--- src/design/rocket_recovery_sequencer_defines.svh ---
// Assertion macros shared by the recovery sequencer RTL.
`ifndef ROCKET_RECOVERY_SEQUENCER_DEFINES_SVH
`define ROCKET_RECOVERY_SEQUENCER_DEFINES_SVH

`ifndef ASSERT_OFF
// Check a property on every rising edge, outside reset.
`define RRS_ASSERT(lbl, clk, rstn, prop) \
	lbl: assert property (@(posedge clk) disable iff (!rstn) prop) \
		else $error("rrs assertion failed");
// Check that a condition holds in the cycle after a trigger.
`define RRS_ASSERT_NEXT(lbl, clk, rstn, ante, cons) \
	lbl: assert property (@(posedge clk) disable iff (!rstn) (ante) |=> (cons)) \
		else $error("rrs assertion failed");
`else
`define RRS_ASSERT(lbl, clk, rstn, prop)
`define RRS_ASSERT_NEXT(lbl, clk, rstn, ante, cons)
`endif

`endif

--- src/design/rrs_pkg.sv ---
// Types, codes and saturating arithmetic for the recovery sequencer.
`default_nettype none

package rrs_pkg;

	localparam int MAX_RESULTS = 8;

	typedef logic signed [23:0] alt_t;

	typedef enum logic [2:0] {
		MODE_READY     = 3'd0,
		MODE_FLYING    = 3'd1,
		MODE_DROGUE    = 3'd2,
		MODE_MAIN      = 3'd3,
		MODE_RECOVERED = 3'd4
	} mode_t;

	typedef enum logic [2:0] {
		KIND_STATUS  = 3'd0,
		KIND_ALT     = 3'd1,
		KIND_APOGEE  = 3'd2,
		KIND_ERASE   = 3'd3,
		KIND_REPLAY  = 3'd4
	} kind_t;

	typedef enum logic [1:0] {
		OP_SAMPLE = 2'd0,
		OP_SHORT  = 2'd1,
		OP_LONG   = 2'd2,
		OP_NONE   = 2'd3
	} op_t;

	localparam logic [2:0] CFG_LIFTOFF  = 3'd0;
	localparam logic [2:0] CFG_DROP     = 3'd1;
	localparam logic [2:0] CFG_MAIN_ALT = 3'd2;
	localparam logic [2:0] CFG_LANDED   = 3'd3;
	localparam logic [2:0] CFG_LOG_FULL = 3'd4;

	typedef enum logic [2:0] {
		ST_IDLE,
		ST_CALC,
		ST_DECIDE,
		ST_EMIT1,
		ST_EMIT2,
		ST_ROT
	} state_t;

	// Control word for the window row.
	typedef struct packed {
		logic clear;
		logic shift;
	} chain_ctl_t;

	function automatic alt_t sat24(input logic signed [24:0] v);
		if (v[24] != v[23]) begin
			return v[24] ? 24'sh800000 : 24'sh7FFFFF;
		end
		return v[23:0];
	endfunction

	function automatic alt_t sat_sub(input alt_t a, input alt_t b);
		logic signed [24:0] d;
		d = {a[23], a} - {b[23], b};
		return sat24(d);
	endfunction

	function automatic alt_t sat_add(input alt_t a, input alt_t b);
		logic signed [24:0] s;
		s = {a[23], a} + {b[23], b};
		return sat24(s);
	endfunction

endpackage

`default_nettype wire

--- src/design/rocket_recovery_sequencer.sv ---
// Top level of the rocket recovery sequencer: control, flight state and result register.
// Flow: a word is accepted in idle; its first result goes into the output register through
// the spread, decision and emit states, and a second apogee result from its own emit state.
// A new item is taken only in idle, once the last one is done; on liftoff the window row
// makes one full rotation through the shared rebase subtractor.
// Reset: asynchronous, clears the window, baseline, apogee; mode ready, default thresholds.
`default_nettype none
`include "rocket_recovery_sequencer_defines.svh"

module rocket_recovery_sequencer #(
	parameter int WINDOW = 8
) (
	input  logic        clk,
	input  logic        arst_n,
	// configuration write channel
	input  logic        cfg_valid,
	output logic        cfg_ready,
	input  logic [2:0]  cfg_index,
	input  logic [23:0] cfg_data,
	// input channel
	input  logic        in_valid,
	output logic        in_stall,
	input  logic [1:0]  operation,
	input  logic signed [23:0] sample_altitude,
	// result channel
	output logic        out_valid,
	input  logic        out_stall,
	output logic [2:0]  kind,
	output logic signed [23:0] record_value,
	output logic [2:0]  mode,
	output logic        drogue_fire,
	output logic        main_fire,
	output logic        last
);
	import rrs_pkg::*;

	localparam int IdxW = (WINDOW > 1) ? $clog2(WINDOW) : 1;
	localparam int FirstEmit = (WINDOW > MAX_RESULTS) ? WINDOW - MAX_RESULTS : 0;
	localparam logic [IdxW-1:0] IdxFirst = IdxW'(FirstEmit);
	localparam logic [IdxW-1:0] IdxLast  = IdxW'(WINDOW - 1);

	// control and flight state
	state_t state_q, state_d;
	mode_t  mode_q;
	alt_t   baseline_q;
	alt_t   apogee_q;
	logic [IdxW-1:0] idx_q;

	// configuration registers
	logic [22:0] liftoff_q;
	logic [22:0] drop_q;
	alt_t        main_alt_q;
	logic [22:0] landed_q;

	// per-item working registers
	op_t         op_q;
	logic        push_q;
	logic [23:0] spread_q;
	alt_t        w0_q;
	kind_t       kind1_q;
	alt_t        val1_q;
	logic        two_q;

	// result register
	logic  out_valid_q;
	kind_t kind_out_q;
	alt_t  value_out_q;
	mode_t mode_out_q;
	logic  last_out_q;

	// datapath
	chain_ctl_t chain_ctl;
	alt_t       chain_tail_in;
	alt_t       head;
	alt_t       tail;

	logic              accept;
	logic              cfg_write;
	logic              push_now;
	logic              out_free;
	logic              out_load;
	kind_t             out_kind_d;
	alt_t              out_value_d;
	logic              out_last_d;
	logic signed [24:0] diff;
	logic [24:0]       mag;
	logic signed [24:0] fall;
	logic              liftoff_hit;
	logic              landed_hit;
	logic              drop_hit;
	logic              main_hit;
	logic              erase_now;
	alt_t              reb;
	logic              rot_emit;
	logic              rot_adv;

	rrs_chain #(
		.WINDOW (WINDOW)
	) u_chain (
		.clk     (clk),
		.arst_n  (arst_n),
		.ctl     (chain_ctl),
		.tail_in (chain_tail_in),
		.head    (head),
		.tail    (tail)
	);

	// Handshake decode. Configuration wins over a pending item in idle.
	assign accept    = in_valid && !in_stall;
	assign cfg_write = cfg_valid && cfg_ready;
	assign push_now  = accept && (operation == OP_SAMPLE) && (mode_q != MODE_RECOVERED);
	assign out_free  = !out_valid_q || !out_stall;

	// Spread of the window: newest minus oldest, as a magnitude.
	assign diff = {tail[23], tail} - {head[23], head};
	assign mag  = diff[24] ? 25'(-diff) : 25'(diff);

	// Drop below apogee; apogee already includes the newest sample, so it is not negative.
	assign fall = {apogee_q[23], apogee_q} - {tail[23], tail};

	assign liftoff_hit = spread_q > {1'b0, liftoff_q};
	assign landed_hit  = spread_q < {1'b0, landed_q};
	assign drop_hit    = $unsigned(fall) > {2'b00, drop_q};
	assign main_hit    = tail <= main_alt_q;
	assign erase_now   = !push_q && (mode_q == MODE_RECOVERED) && (op_q == OP_LONG);

	// Liftoff rotation: the head entry is rebased and goes back in at the tail.
	assign reb      = sat_sub(head, w0_q);
	assign rot_emit = idx_q >= IdxFirst;
	assign rot_adv  = !rot_emit || out_free;

	// Next state.
	always_comb begin
		state_d = state_q;
		case (state_q)
			ST_IDLE: begin
				if (accept) begin
					state_d = ST_CALC;
				end
			end
			ST_CALC: begin
				state_d = ST_DECIDE;
			end
			ST_DECIDE: begin
				if (push_q && (mode_q == MODE_READY) && liftoff_hit) begin
					state_d = ST_ROT;
				end else begin
					state_d = ST_EMIT1;
				end
			end
			ST_EMIT1: begin
				if (out_free) begin
					state_d = two_q ? ST_EMIT2 : ST_IDLE;
				end
			end
			ST_EMIT2: begin
				if (out_free) begin
					state_d = ST_IDLE;
				end
			end
			ST_ROT: begin
				if (rot_adv && (idx_q == IdxLast)) begin
					state_d = ST_IDLE;
				end
			end
			default: begin
				state_d = ST_IDLE;
			end
		endcase
	end

	// State outputs: handshakes, window control and the word for the result register.
	always_comb begin
		in_stall      = 1'b1;
		cfg_ready     = 1'b0;
		chain_ctl     = '0;
		chain_tail_in = sat_sub(sample_altitude, baseline_q);
		out_load      = 1'b0;
		out_kind_d    = kind1_q;
		out_value_d   = val1_q;
		out_last_d    = 1'b1;
		case (state_q)
			ST_IDLE: begin
				cfg_ready       = 1'b1;
				in_stall        = cfg_valid;
				chain_ctl.shift = push_now;
			end
			ST_CALC: begin
			end
			ST_DECIDE: begin
				chain_ctl.clear = erase_now;
			end
			ST_EMIT1: begin
				out_load   = out_free;
				out_last_d = !two_q;
			end
			ST_EMIT2: begin
				out_load    = out_free;
				out_kind_d  = KIND_APOGEE;
				out_value_d = apogee_q;
			end
			ST_ROT: begin
				chain_ctl.shift = rot_adv;
				chain_tail_in   = reb;
				out_load        = rot_adv && rot_emit;
				out_kind_d      = KIND_ALT;
				out_value_d     = reb;
				out_last_d      = idx_q == IdxLast;
			end
			default: begin
			end
		endcase
	end

	// Control, flight state and configuration.
	always_ff @(posedge clk or negedge arst_n) begin
		if (!arst_n) begin
			state_q     <= ST_IDLE;
			mode_q      <= MODE_READY;
			baseline_q  <= '0;
			apogee_q    <= '0;
			idx_q       <= '0;
			liftoff_q   <= 23'd1000;
			drop_q      <= 23'd500;
			main_alt_q  <= 24'sd20000;
			landed_q    <= 23'd200;
			out_valid_q <= 1'b0;
		end else begin
			state_q <= state_d;

			// Hold the result word until taken; drop it once the far side takes it.
			if (out_load) begin
				out_valid_q <= 1'b1;
			end else if (!out_stall) begin
				out_valid_q <= 1'b0;
			end

			// The log-full flag only steers the mode between ready and recovered.
			if (cfg_write) begin
				case (cfg_index)
					CFG_LIFTOFF:  liftoff_q  <= cfg_data[22:0];
					CFG_DROP:     drop_q     <= cfg_data[22:0];
					CFG_MAIN_ALT: main_alt_q <= cfg_data;
					CFG_LANDED:   landed_q   <= cfg_data[22:0];
					CFG_LOG_FULL: begin
						if ((mode_q == MODE_READY) || (mode_q == MODE_RECOVERED)) begin
							mode_q <= cfg_data[0] ? MODE_RECOVERED : MODE_READY;
						end
					end
					default: begin
					end
				endcase
			end

			case (state_q)
				ST_CALC: begin
					// Track apogee in flight with the freshly pushed sample.
					if (push_q && (mode_q != MODE_READY) && (tail > apogee_q)) begin
						apogee_q <= tail;
					end
				end
				ST_DECIDE: begin
					if (push_q) begin
						case (mode_q)
							MODE_READY: begin
								if (liftoff_hit) begin
									baseline_q <= sat_add(baseline_q, head);
									mode_q     <= MODE_FLYING;
									idx_q      <= '0;
								end
							end
							MODE_FLYING: begin
								if (drop_hit) begin
									mode_q <= MODE_DROGUE;
								end
							end
							MODE_DROGUE: begin
								if (main_hit) begin
									mode_q <= MODE_MAIN;
								end
							end
							MODE_MAIN: begin
								if (landed_hit) begin
									mode_q <= MODE_RECOVERED;
								end
							end
							default: begin
							end
						endcase
					end else if (erase_now) begin
						baseline_q <= '0;
						apogee_q   <= '0;
						mode_q     <= MODE_READY;
					end
				end
				ST_ROT: begin
					// Apogee restarts at the oldest rebased entry, then keeps the maximum.
					if (rot_adv) begin
						if ((idx_q == '0) || (reb > apogee_q)) begin
							apogee_q <= reb;
						end
						idx_q <= idx_q + 1'b1;
					end
				end
				default: begin
				end
			endcase
		end
	end

	// Per-item working registers and the result payload.
	always_ff @(posedge clk) begin
		if (accept) begin
			op_q   <= op_t'(operation);
			push_q <= push_now;
		end
		if (state_q == ST_CALC) begin
			spread_q <= mag[23:0];
		end
		if (state_q == ST_DECIDE) begin
			w0_q <= head;
			if (push_q && (mode_q != MODE_READY)) begin
				kind1_q <= KIND_ALT;
				val1_q  <= tail;
				two_q   <= (mode_q == MODE_DROGUE) && main_hit;
			end else begin
				val1_q <= '0;
				two_q  <= 1'b0;
				if (!push_q && (mode_q == MODE_RECOVERED) && (op_q == OP_SHORT)) begin
					kind1_q <= KIND_REPLAY;
				end else if (erase_now) begin
					kind1_q <= KIND_ERASE;
				end else begin
					kind1_q <= KIND_STATUS;
				end
			end
		end
		if (out_load) begin
			kind_out_q  <= out_kind_d;
			value_out_q <= out_value_d;
			mode_out_q  <= mode_q;
			last_out_q  <= out_last_d;
		end
	end

	assign out_valid    = out_valid_q;
	assign kind         = kind_out_q;
	assign record_value = value_out_q;
	assign mode         = mode_out_q;
	assign drogue_fire  = mode_out_q == MODE_DROGUE;
	assign main_fire    = mode_out_q == MODE_MAIN;
	assign last         = last_out_q;

	`RRS_ASSERT_NEXT(a_one_item, clk, arst_n, in_valid && !in_stall, in_stall)
	`RRS_ASSERT(a_cfg_not_item, clk, arst_n, cfg_valid && cfg_ready |-> in_stall)
	`RRS_ASSERT(a_rot_flying, clk, arst_n, state_q == ST_ROT |-> mode_q == MODE_FLYING)
	`RRS_ASSERT(a_apogee_main, clk, arst_n, state_q == ST_EMIT2 |-> mode_q == MODE_MAIN)

endmodule

`default_nettype wire

--- src/design/rrs_cell.sv ---
// One window entry: clears, holds or takes its neighbor's value.
`default_nettype none

module rrs_cell (
	input  logic                clk,
	input  logic                arst_n,
	input  rrs_pkg::chain_ctl_t ctl,
	input  rrs_pkg::alt_t       shift_in,
	output rrs_pkg::alt_t       value
);
	import rrs_pkg::*;

	alt_t value_q;

	always_ff @(posedge clk or negedge arst_n) begin
		if (!arst_n) begin
			value_q <= '0;
		end else if (ctl.clear) begin
			value_q <= '0;
		end else if (ctl.shift) begin
			value_q <= shift_in;
		end
	end

	assign value = value_q;

endmodule

`default_nettype wire

--- src/design/rrs_chain.sv ---
// Row of window cells, oldest at the head, newest at the tail.
`default_nettype none

module rrs_chain #(
	parameter int WINDOW = 8
) (
	input  logic                clk,
	input  logic                arst_n,
	input  rrs_pkg::chain_ctl_t ctl,
	input  rrs_pkg::alt_t       tail_in,
	output rrs_pkg::alt_t       head,
	output rrs_pkg::alt_t       tail
);
	import rrs_pkg::*;

	alt_t entry [WINDOW];

	for (genvar i = 0; i < WINDOW; i++) begin : g_cell
		alt_t nbr;
		if (i == WINDOW - 1) begin : g_tail
			assign nbr = tail_in;
		end else begin : g_mid
			assign nbr = entry[i + 1];
		end
		rrs_cell u_cell (
			.clk      (clk),
			.arst_n   (arst_n),
			.ctl      (ctl),
			.shift_in (nbr),
			.value    (entry[i])
		);
	end

	assign head = entry[0];
	assign tail = entry[WINDOW - 1];

endmodule

`default_nettype wire

--- config.mk ---
export PLATFORM = sky130hd
export DESIGN_NAME = rocket_recovery_sequencer
export DESIGN_NICKNAME = d
export VERILOG_FILES = /design/src/design/rrs_pkg.sv /design/src/design/rocket_recovery_sequencer.sv /design/src/design/rrs_cell.sv /design/src/design/rrs_chain.sv
export VERILOG_INCLUDE_DIRS = /design/src /design/src/design
export SDC_FILE = /design/constraint.sdc
export NUM_CORES = 1
export LEC_CHECK = 0
export BUFFER_PORTS_ARGS = -buffer_cell sky130_fd_sc_hd__buf_2
export CORE_AREA = 2 2 270 272
export CTS_CLUSTER_SIZE = 20
export DETAILED_ROUTE_END_ITERATION = 8
export DIE_AREA = 0 0 272 274
export GPL_TIMING_DRIVEN = 0
export PLACE_DENSITY = 0.51
export REMOVE_ABC_BUFFERS = 1
export SETUP_SLACK_MARGIN = 0.2
export SKIP_LAST_GASP = 1
export SLEW_MARGIN = 20
export SYNTH_ARGS = -nofsm -noshare
export SYNTH_HDL_FRONTEND = slang
export SYNTH_SLANG_ARGS = --single-unit
export TNS_END_PERCENT = 30
--- constraint.sdc ---
create_clock -name clk -period 15.1 [get_ports clk]
set_clock_uncertainty 0.1 [all_clocks]
set_input_delay 1.51 -clock clk [delete_from_list [all_inputs] [get_ports clk]]
set_output_delay 1.51 -clock clk [all_outputs]
set_load 0.005 [all_outputs]
### Word level (Yosys, flattened, before mapping)

Cells that the tools add are included.
Widths: inputs -> output; s select.

| word-level totals | value |
|---|---|
| register bits | 453 |
| memories kept | 0 |
| logic and storage cells | 204 |
| bits in latches | 0 |
| bits in writable memories | 0 |
| ROM bits | 0 |
| bits of input ports | 58 |

| cells by class | value |
|---|---|
| eq/ne operators | 37 |
| $mul | 0 |
| shift operators | 0 |
| div/mod/pow operators | 0 |
| $add $sub $neg | 7 |
| magnitude comparators | 7 |
| muxes and demuxes | 79 |
| reductions and logical operators | 44 |
| bitwise operators | 0 |

Operators with widths:

| operator | number |
|---|---|
| $mux 24 | 35 |
| $sub 24x24->25 | 4 |
| $pmux 24 s3 | 1 |
| $mux 3 | 22 |
| $gt 24x24->1 | 2 |
| $pmux 24 s2 | 1 |
| $add 24x24->25 | 1 |
| $gt 25x23->1 | 1 |
| $eq 3x2->1 const B | 8 |
| $gt 24x23->1 | 1 |
| $le 24x24->1 | 1 |
| $lt 24x23->1 | 1 |
| $ne 2x2->1 const B | 12 |
| $neg 24->24 | 1 |
| $pmux 3 s6 | 1 |
| $eq 3x3->1 const B | 5 |
| $logic_and 1x1->1 | 14 |
| $logic_not 3->1 | 4 |
| $mux 1 | 12 |
| $pmux 3 s2 | 2 |
| $pmux 3 s4 | 1 |
| $eq 3x1->1 const B | 3 |
| $reduce_and 2->1 | 4 |
| $reduce_and 4->1 | 2 |
| 17 further kinds | 35 |

### Depth between registers and ports, before layout

Gate-level depths: netlist of run 1.

| depth | value |
|---|---|
| depth in word-level cells | 11 |
| mapped depth | 27 |

### Hierarchy

A second synthesis of run 1 with hierarchy kept.

| unflattened totals | value |
|---|---|
| cell total of the unflattened synthesis | 2832 |
| area total of the unflattened synthesis | 28243.3 sq um |

Modules (own cells, without submodules):

| module | area an instance (sq um) | times used | cells each |
|---|---|---|---|
| rocket_recovery_sequencer | 20325.7 | 1 | 2216 |
| rrs_cell | 989.7 | 8 | 77 |

### Worst setup path after synthesis of run 1

OpenSTA, ideal clock, no wires.

| timing path | value |
|---|---|
| path type | register to register |
| start point | register u_chain.g_cell[0].u_cell.value_q[0] |
| end point | register apogee_q[10] |
| library setup time | 127 ps |
| arrival time | 5384 ps |
| cell stages (with the launch flop) | 27 |
| period minus slack after synthesis | 5612 ps |
| data required time | 14873 ps |
| path buffers | 3 |
| setup slack | 9488 ps |
| cells stage by stage | dfrtp_1 -> inv_1 -> ha_1 -> inv_1 -> fa_1 -> a211oi_1 -> o21ai_0 -> a221oi_1 -> o211ai_1 -> a21o_1 -> mux2_2 -> buf_2 -> a21oi_1 -> inv_1 -> ha_1 -> nor2b_1 -> o21a_1 -> o21a_1 -> o21ai_0 -> a21oi_1 -> nor3_1 -> mux2_2 -> a21oi_1 -> a211o_1 -> buf_2 -> buf_6 -> mux2_1 |

| between the ends | value |
|---|---|
| longest elaborated chain between the ends | 8 |
| elaborated cells between the ends (all ways) | 13 |

RTL lines:

| element | RTL line | RTL |
|---|---|---|
| start: declaration | rrs_cell.sv:13 | `alt_t value_q;` |
| start signal: assignment | rrs_cell.sv:21 | `value_q <= shift_in;` |
| $sub 24x24->25 (*) | rrs_pkg.sv:63 | `d = {a[23], a} - {b[23], b};` |
| $mux 24 or $ne 1x1->1 (tied branches) | rrs_pkg.sv:56, rrs_pkg.sv:55 |  |
| $mux 24 or $mux 1 (tied branches) | rrs_pkg.sv:55 | `if (v[24] != v[23]) begin` |
| $mux 24 (*) | rrs_pkg.sv:58 | `return v[23:0];` |
| $gt 24x24->1 | rocket_recovery_sequencer.sv:299 | `if ((idx_q == '0) \|\| (reb > apogee_q)) begin` |
| $logic_or 1x1->1 | rocket_recovery_sequencer.sv:299 |  |
| $ne 2x2->1 (no line) | -- |  |
| $reduce_and 6->1 (no line) | -- |  |
| end signal: assignment | rocket_recovery_sequencer.sv:259 | `apogee_q <= tail;` |
| end signal: assignment | rocket_recovery_sequencer.sv:300 | `apogee_q <= reb;` |
| end: declaration | rocket_recovery_sequencer.sv:46 | `alt_t apogee_q;` |

Every way passes the cells marked *; elsewhere a longest branch is shown, timed or not. The select of a mux whose other input is x is not followed.
A chain may end at the register's enable or synchronous reset.

### Final worst setup path of run 1

| timing path | value |
|---|---|
| start point | register u_chain.g_cell[0].u_cell.value_q[0] |
| end point | register apogee_q[6] |

Same word-level chain as after synthesis.

==> impl_metrics.py, run 1 <==
metrics = {
    "clocking": {
        "cts_setup_buffers": 0,
        "cts_tree": "done",
        "clock_sinks": 453,
        "root_buffer": "clkbuf_16",
        "cts.clk_slew.worst_paths_ns": 0.06,
        "ctsResizeCount": 0,
        "numCtsBuffers": 52,
        "clk_latency_ns": 0.61,
        "clock_path_buffers": 3,
        "cts_hold_buf": 0,
        "h-tree-depth": 2,
    },
    "logic_synthesis": {
        "synth.largest_area_cell": "dfrtp_1",
        "ys_top_cells_by_area": "dfrtp_1 (30%), edfxtp_1 (12%), ha_1 (11%), a22o_1 (5.6%), o21ai_0 (4.4%)",
        "synth_compound_area_frac": 0.2278,
        "yosysTopAreaCellShare": 0.2993,
        "synth-adder-area-share": 0.1154,
        "avgSynthCellArea_um2": 9.931,
        "yosysWarnings": 0,
        "synthCells": 2719,
        "synth_seq_cells": 453,
        "netlist_area_um2": 27000,
        "synth_flop_cell": "dfrtp_1",
        "yosysUniqueCellTypes": 82,
        "synth_top_family_by_area": "compound AO/OA/AOI/OAI gates",
        "synthMuxAreaShare": 0.02600,
        "synth_edf_count": 110,
        "async_reset_ff_frac": 0.7572,
        "synth-simple-area-share": 0.09990,
        "seq_area_frac_synth": 0.4411,
        "synth_xor_area_frac": 0.03698,
    },
    "power_and_ir_drop": {
        "p_sw_mw": 2.874,
        "p_int_mw": 3.934,
        "pwr-share-comb": 0.497,
        "p_sw_frac": 0.4221,
        "p_leak_nw": 14.03,
        "clkPwrFrac": 0.194,
        "power_frac_seq": 0.310,
        "peakVddDrop_v": 0.0001279,
        "finalPower_mw": 6.808,
        "powerDensity_nw_per_um2": 221.6,
    },
    "sta": {
        "worst_slew_pin_slew_ns": 1.140,
        "fmax_ghz": 0.1247,
        "period_share": 0.5309,
        "slew_viol_final": 0,
        "rsz0062_at_grt": "no",
        "slew_headroom": 0.2399,
        "hold_viol_final": 0,
        "finalSetupViolCount": 0,
        "timing.final.crit_period_ns": 8.016,
    },
    "route": {
        "drc_errors": 0,
        "wire_per_inst_um": 21.28,
        "ant_nets": 0,
        "vias": 20920,
        "drt_wl_total_mm": 80.69,
        "drt_first_pass_iters": 5,
        "drtIter0Drc": 1624,
        "viasPerCell": 5.518,
    },
    "placement": {
        "port_buffers": 93,
        "place_area_um2": 28950,
        "gp_congestion": 0.9033,
        "dp_hpwl_mm": 59.77,
    },
    "grt": {
        "grt_pass1_wl_mm": 123.9,
        "antenna_found_initial": 1,
        "grt_pass1_vias": 20790,
        "grt_use_total": 0.2162,
        "overflow": 0,
        "grt_max_degree": 93,
    },
    "floorplanning": {
        "num_rows": 99,
        "die_h_um": 274,
        "die_x_um": 272,
        "core_um2": 71970,
        "initial_core_util": 0.3752,
        "dieArea_um2": 74530,
        "io_pins": 94,
    },
    "cells_and_area": {
        "fin_area_um2": 30730,
        "final_common_cell": "dfrtp_1",
        "fill_cells": 6885,
        "drive_gt1_frac": 0.1095,
        "nets": 3093,
        "most-common-layout-cells": "dfrtp_1 (322), inv_1 (263), ha_1 (241)",
        "area_growth_pct": 13.79,
        "num_antenna_cells": 0,
        "final_core_util": 0.4270,
    },
    "min_path": {
        "hp-class": "flip-flop to flip-flop",
    },
    "setup_path": {
        "path_delay_family": "compound AO/OA/AOI/OAI gates",
        "crit_top_cell": "o21ai_0",
        "cpPeakStageDelay_ns": 0.86,
        "slowest_stage": "a221oi_1",
        "arrival_ns": 8.39,
        "cp.required_ns": 15.47,
        "path_cells": "inv_1 -> ha_1 -> inv_1 -> fa_1 -> a211oi_1 -> o21ai_0 -> a221oi_1 -> o211ai_1 -> a21o_1 -> mux2i_1 -> o21ai_0 -> ha_1 -> nand4_1 -> nor4_1 -> o21ai_0 -> a21oi_1 -> nor3_1 -> mux2_2 -> a21oi_1 -> a211o_2 -> mux2_2",
        "setup.worst_path.start_class": "flip-flop",
        "cp_max_fo": 24,
        "worst-path-buf-inv": 2,
        "critPathKind": "flip-flop to flip-flop",
        "cp-end-kind": "flip-flop",
    },
    "run_status": {
        "status": "finished clean",
    },
    "flow_run": {
        "maxCapViolations": 0,
    },
}
-- layer usage --
metal  global-route usage  share of wire
met5                    0              0
met4              0.08256          0.039
met2               0.3429           0.45
met3              0.03240          0.048
met1               0.2984           0.47
-- power groups by stage --
stage / combinational [mW] / sequential [mW] / clock, mW
floorplan: 2.34 / 1.97 / 0
global placement: 3.20 / 2.14 / 0
detailed placement: 3.36 / 2.13 / 0
CTS: 3.38 / 2.11 / 1.36
global route: 3.79 / 2.15 / 1.40
finish: 3.38 / 2.11 / 1.32
-- final cells by class --
type                            instances  area (um^2)  area share
Inverter                              265        997.2     0.03245
Timing Repair Buffer                  126         1059     0.03445
Tap cell                              959         1200     0.03905
Clock inverter                         25        305.3    0.009936
Multi-Input combinational cell       1891        13790      0.4487
Clock buffer                           72         1468     0.04776
Sequential cell                       453        11910      0.3877
-- synth_stat cells (all sizes together) (41+ instances only) --
cell type and instances:
dfrtp 323, a21o 88, a22o 172, a21oi 181
inv 265, o21ai 241, xnor2 73, nor2 102
edfxtp 110, nor3 54, xor2 41, nand2 196
mux2 41, ha 241, clkbuf 94
-- kinds of logic (layout without fill, tap and decap cells) --
logic type / count (synthesis) / in the layout
buffers and inverters: 375 / 488
flip-flops: 453 / 453
AO/OA/AOI/OAI: 909 / 909
adder cells (fa/ha/maj): 246 / 246
XOR/XNOR: 114 / 114
AND/OR/NAND/NOR: 557 / 557
multiplexers: 65 / 65
-- state kept, by name, indices dropped and copies added, names as in the netlist --
signal and flops:
push_q 1, last 1, op_q 2, apogee_q 24
liftoff_q 23, mode_q 3, val1_q 24, spread_q 24
drop_q 23, kind 3, landed_q 23, kind1_q 3
idx_q 3, state_q 3, out_valid 1, two_q 1
mode 3, baseline_q 24, main_alt_q 24, w0_q 24
u_chain.g_cell.u_cell.value 192, record_value 24
-- metrics by stage --
step	setup slack, ns	hold slack (ns)	setup TNS, ns	instances
5_1_grt	6.916	0.4100	0	3791
6_report	7.084	0.3974	0	3791
2_1_floorplan	2.312	0.3665	0	2609
3_5_place_dp	7.254	0.3816	0	3694
4_1_cts	7.210	0.3977	0	3791
3_3_place_gp	-7.739	0.3836	-1392.63	3661
-- path summary, 6_finish.rpt --
kind,start,to,slack (ns),depth (start not counted)
worst max-delay path,u_chain.g_cell[0].u_cell.value[0],apogee_q[6],7.08,21
worst min-delay path,u_chain.g_cell[3].u_cell.value[15],u_chain.g_cell[3].u_cell.value[15],0.40,1
worst max register to register,u_chain.g_cell[0].u_cell.value[0],apogee_q[6],7.08,21
worst min register to register,u_chain.g_cell[3].u_cell.value[15],u_chain.g_cell[3].u_cell.value[15],0.40,1
max in group asynchronous,arst_n,u_chain.g_cell[5].u_cell.value[22],13.16,3
min in group asynchronous,arst_n,u_chain.g_cell[3].u_cell.value[4],0.69,1
-- worst reg2reg max path, stage by stage, from the launching register on --
cell and delay (ns):
dfrtp_1 0.51, inv_1 0.10, ha_1 0.16, inv_1 0.06, fa_1 0.42, a211oi_1 0.30, o21ai_0 0.22, a221oi_1 0.86
o211ai_1 0.24, a21o_1 0.27, mux2i_1 0.63, o21ai_0 0.54, ha_1 0.47, nand4_1 0.23, nor4_1 0.57, o21ai_0 0.23
a21oi_1 0.30, nor3_1 0.14, mux2_2 0.31, a21oi_1 0.16, a211o_2 0.65, mux2_2 0.41
Power figures use the tool's default switching activity.
==> inputs of run 2 (changes only) <==
==> constraint.sdc (replaced) <==
create_clock -name clk -period 8.3 [get_ports clk]
set_clock_uncertainty 0.1 [all_clocks]
set_input_delay 0.83 -clock clk [delete_from_list [all_inputs] [get_ports clk]]
set_output_delay 0.83 -clock clk [all_outputs]
set_load 0.005 [all_outputs]
==> impl_metrics.py, run 2 (synthesized netlist as in run 1, its figures left out) <==
metrics = {
    "floorplanning": {
        "die_x_um": 272,
        "initial_core_util": 0.3752,
        "core_um2": 71970,
        "dieArea_um2": 74530,
        "io_pins": 94,
        "num_rows": 99,
        "die_h_um": 274,
    },
    "placement": {
        "dp_hpwl_mm": 59.77,
        "port_buffers": 93,
        "gp_congestion": 0.9033,
    },
    "cells_and_area": {
        "largest_register_ffs": 192,
        "multi_input_area_um2": 13790,
        "seq_area_um2": 11910,
        "final_common_cell": "dfrtp_1",
        "num_antenna_cells": 0,
        "most-common-layout-cells": "dfrtp_1 (322), inv_1 (263), ha_1 (241)",
        "final_core_util": 0.4272,
        "nets": 3094,
        "fill_cells": 6883,
        "area_growth_pct": 13.85,
        "drive_gt1_frac": 0.1098,
    },
    "clocking": {
        "h-tree-depth": 2,
        "clock_path_buffers": 3,
        "clock_sinks": 453,
        "cts.clk_slew.worst_paths_ns": 0.06,
        "clk_latency_ns": 0.61,
        "cts_tree": "done",
        "root_buffer": "clkbuf_16",
        "cts_setup_buffers": 0,
        "numCtsBuffers": 52,
    },
    "setup_path": {
        "cp.required_ns": 8.67,
        "crit_top_cell": "o21ai_0",
        "slowest_stage": "mux2i_1",
        "setup.worst_path.start_class": "flip-flop",
        "path_cells": "ha_1 -> nand4_1 -> a211oi_1 -> a21boi_0 -> o21ai_0 -> a31oi_2 -> mux2i_1 -> o21ai_0 -> ha_1 -> nand4_1 -> nor4_1 -> o21ai_0 -> a21oi_1 -> nor3_1 -> mux2_2 -> a21oi_1 -> a211o_2 -> mux2_2",
        "critPathKind": "flip-flop to flip-flop",
        "cpPeakStageDelay_ns": 0.72,
        "arrival_ns": 8.09,
        "cp_max_fo": 24,
        "cp-end-kind": "flip-flop",
    },
    "sta": {
        "tns_ns": 0,
        "timing.final.crit_period_ns": 7.715,
        "slew_headroom": 0.2431,
        "worst_slew_pin_slew_ns": 1.135,
        "hold_viol_final": 0,
        "period_share": 0.9295,
        "finalSetupViolCount": 0,
        "slew_viol_final": 0,
        "fmax_ghz": 0.1296,
        "rsz0062_at_grt": "no",
    },
    "route": {
        "wire_per_inst_um": 21.29,
        "ant_nets": 0,
        "drtIter0Drc": 1562,
        "vias": 21000,
        "drc_errors": 0,
        "drt_wl_total_mm": 80.73,
        "drt_first_pass_iters": 5,
        "viasPerCell": 5.539,
    },
    "grt": {
        "grt_pass1_wl_mm": 123.9,
        "grt_max_degree": 93,
        "grt_use_total": 0.2162,
        "overflow": 0,
        "antenna_found_initial": 1,
        "grt_pass1_vias": 20790,
    },
    "power_and_ir_drop": {
        "peakVddDrop_v": 0.0002300,
        "powerDensity_nw_per_um2": 403.0,
        "p_leak_nw": 14.03,
    },
    "min_path": {
        "hp-class": "primary input to flip-flop",
    },
    "run_status": {
        "status": "finished clean",
    },
    "flow_run": {
        "maxCapViolations": 0,
    },
}
## run 2: cell types whose count changed in the layout (fill, tap and decap cells not counted), sizes merged
cell	change
dlygate4sd3	+1
## run 2: metrics by stage
step / cells / hold slack (ns) / worst slack (ns) / power (mW) / cell area, um^2
final: 3792 / 0.3563 / 0.5852 / 12.39 / 30740
after global routing: 3792 / 0.3304 / 0.3591 / 13.36 / 30740
after CTS: 3792 / 0.3174 / 0.4101 / 12.45 / 30740
after detailed placement: 3694 / 0.3816 / 0.4536 / 9.979 / 28950
after global placement: 3661 / 0.3836 / -14.54 / 9.710 / 28240
after floorplan: 2609 / 0.3665 / -4.269 / 7.840 / 26570
## run 2: worst paths after layout
path / from / to / slack (ns) / depth (start not counted)
worst max register to register: u_chain.g_cell[0].u_cell.value[10] / apogee_q[6] / 0.59 / 18
worst min register to register: u_chain.g_cell[3].u_cell.value[15] / u_chain.g_cell[3].u_cell.value[15] / 0.40 / 1
worst max-delay path: u_chain.g_cell[0].u_cell.value[10] / apogee_q[6] / 0.59 / 18
max in group asynchronous: arst_n / u_chain.g_cell[5].u_cell.value[22] / 6.45 / 4
worst min-delay path: operation[0] / op_q[0] / 0.36 / 1
min in group asynchronous: arst_n / u_chain.g_cell[3].u_cell.value[4] / 0.60 / 2
## run 2: repair_timing
item	CTS	global route
endpoints found under the setup margin	0	12
hold endpoints to repair	23	0
gates resized for setup	0	1
hold buffers	1	0
## run 2: cell type report
| class | count | share of cell area |
|---|---|---|
| Sequential cell | 453 | 0.3875 |
| Timing Repair Buffer | 127 | 0.03476 |
| Inverter | 265 | 0.03244 |
| Clock buffer | 72 | 0.04774 |
| Multi-Input combinational cell | 1891 | 0.4486 |
| Clock inverter | 25 | 0.009930 |
| Tap cell | 959 | 0.03903 |
## run 2: metal layers
metal | global-route usage | part of all wire | up-vias | routed length, um
met5 | 0 | 0 | - | 0
met4 | 0.08256 | 0.040 | 0 | 3193
met3 | 0.03240 | 0.052 | 128 | 4193
met2 | 0.3429 | 0.45 | 520 | 36000
met1 | 0.2984 | 0.46 | 10300 | 37340
li1 | - | - | 10060 | -
## run 2: power by group
group / internal [mW] / total (mW) / switching [mW] / leakage [nW]
registers: 3.21 / 3.83 / 0.623 / 5.55
logic: 2.50 / 6.15 / 3.66 / 7.61
clock network: 1.45 / 2.40 / 0.952 / 0.875
## run 2: critical path, delay by kind of cell (launching register included)
family | cells | cell delay (ns)
muxes | 3 | 1.44
adders and majority gates | 2 | 0.97
and+or+nand+nor | 4 | 1.03
AOI/OAI and AO/OA | 9 | 3.46
DFF | 1 | 0.56
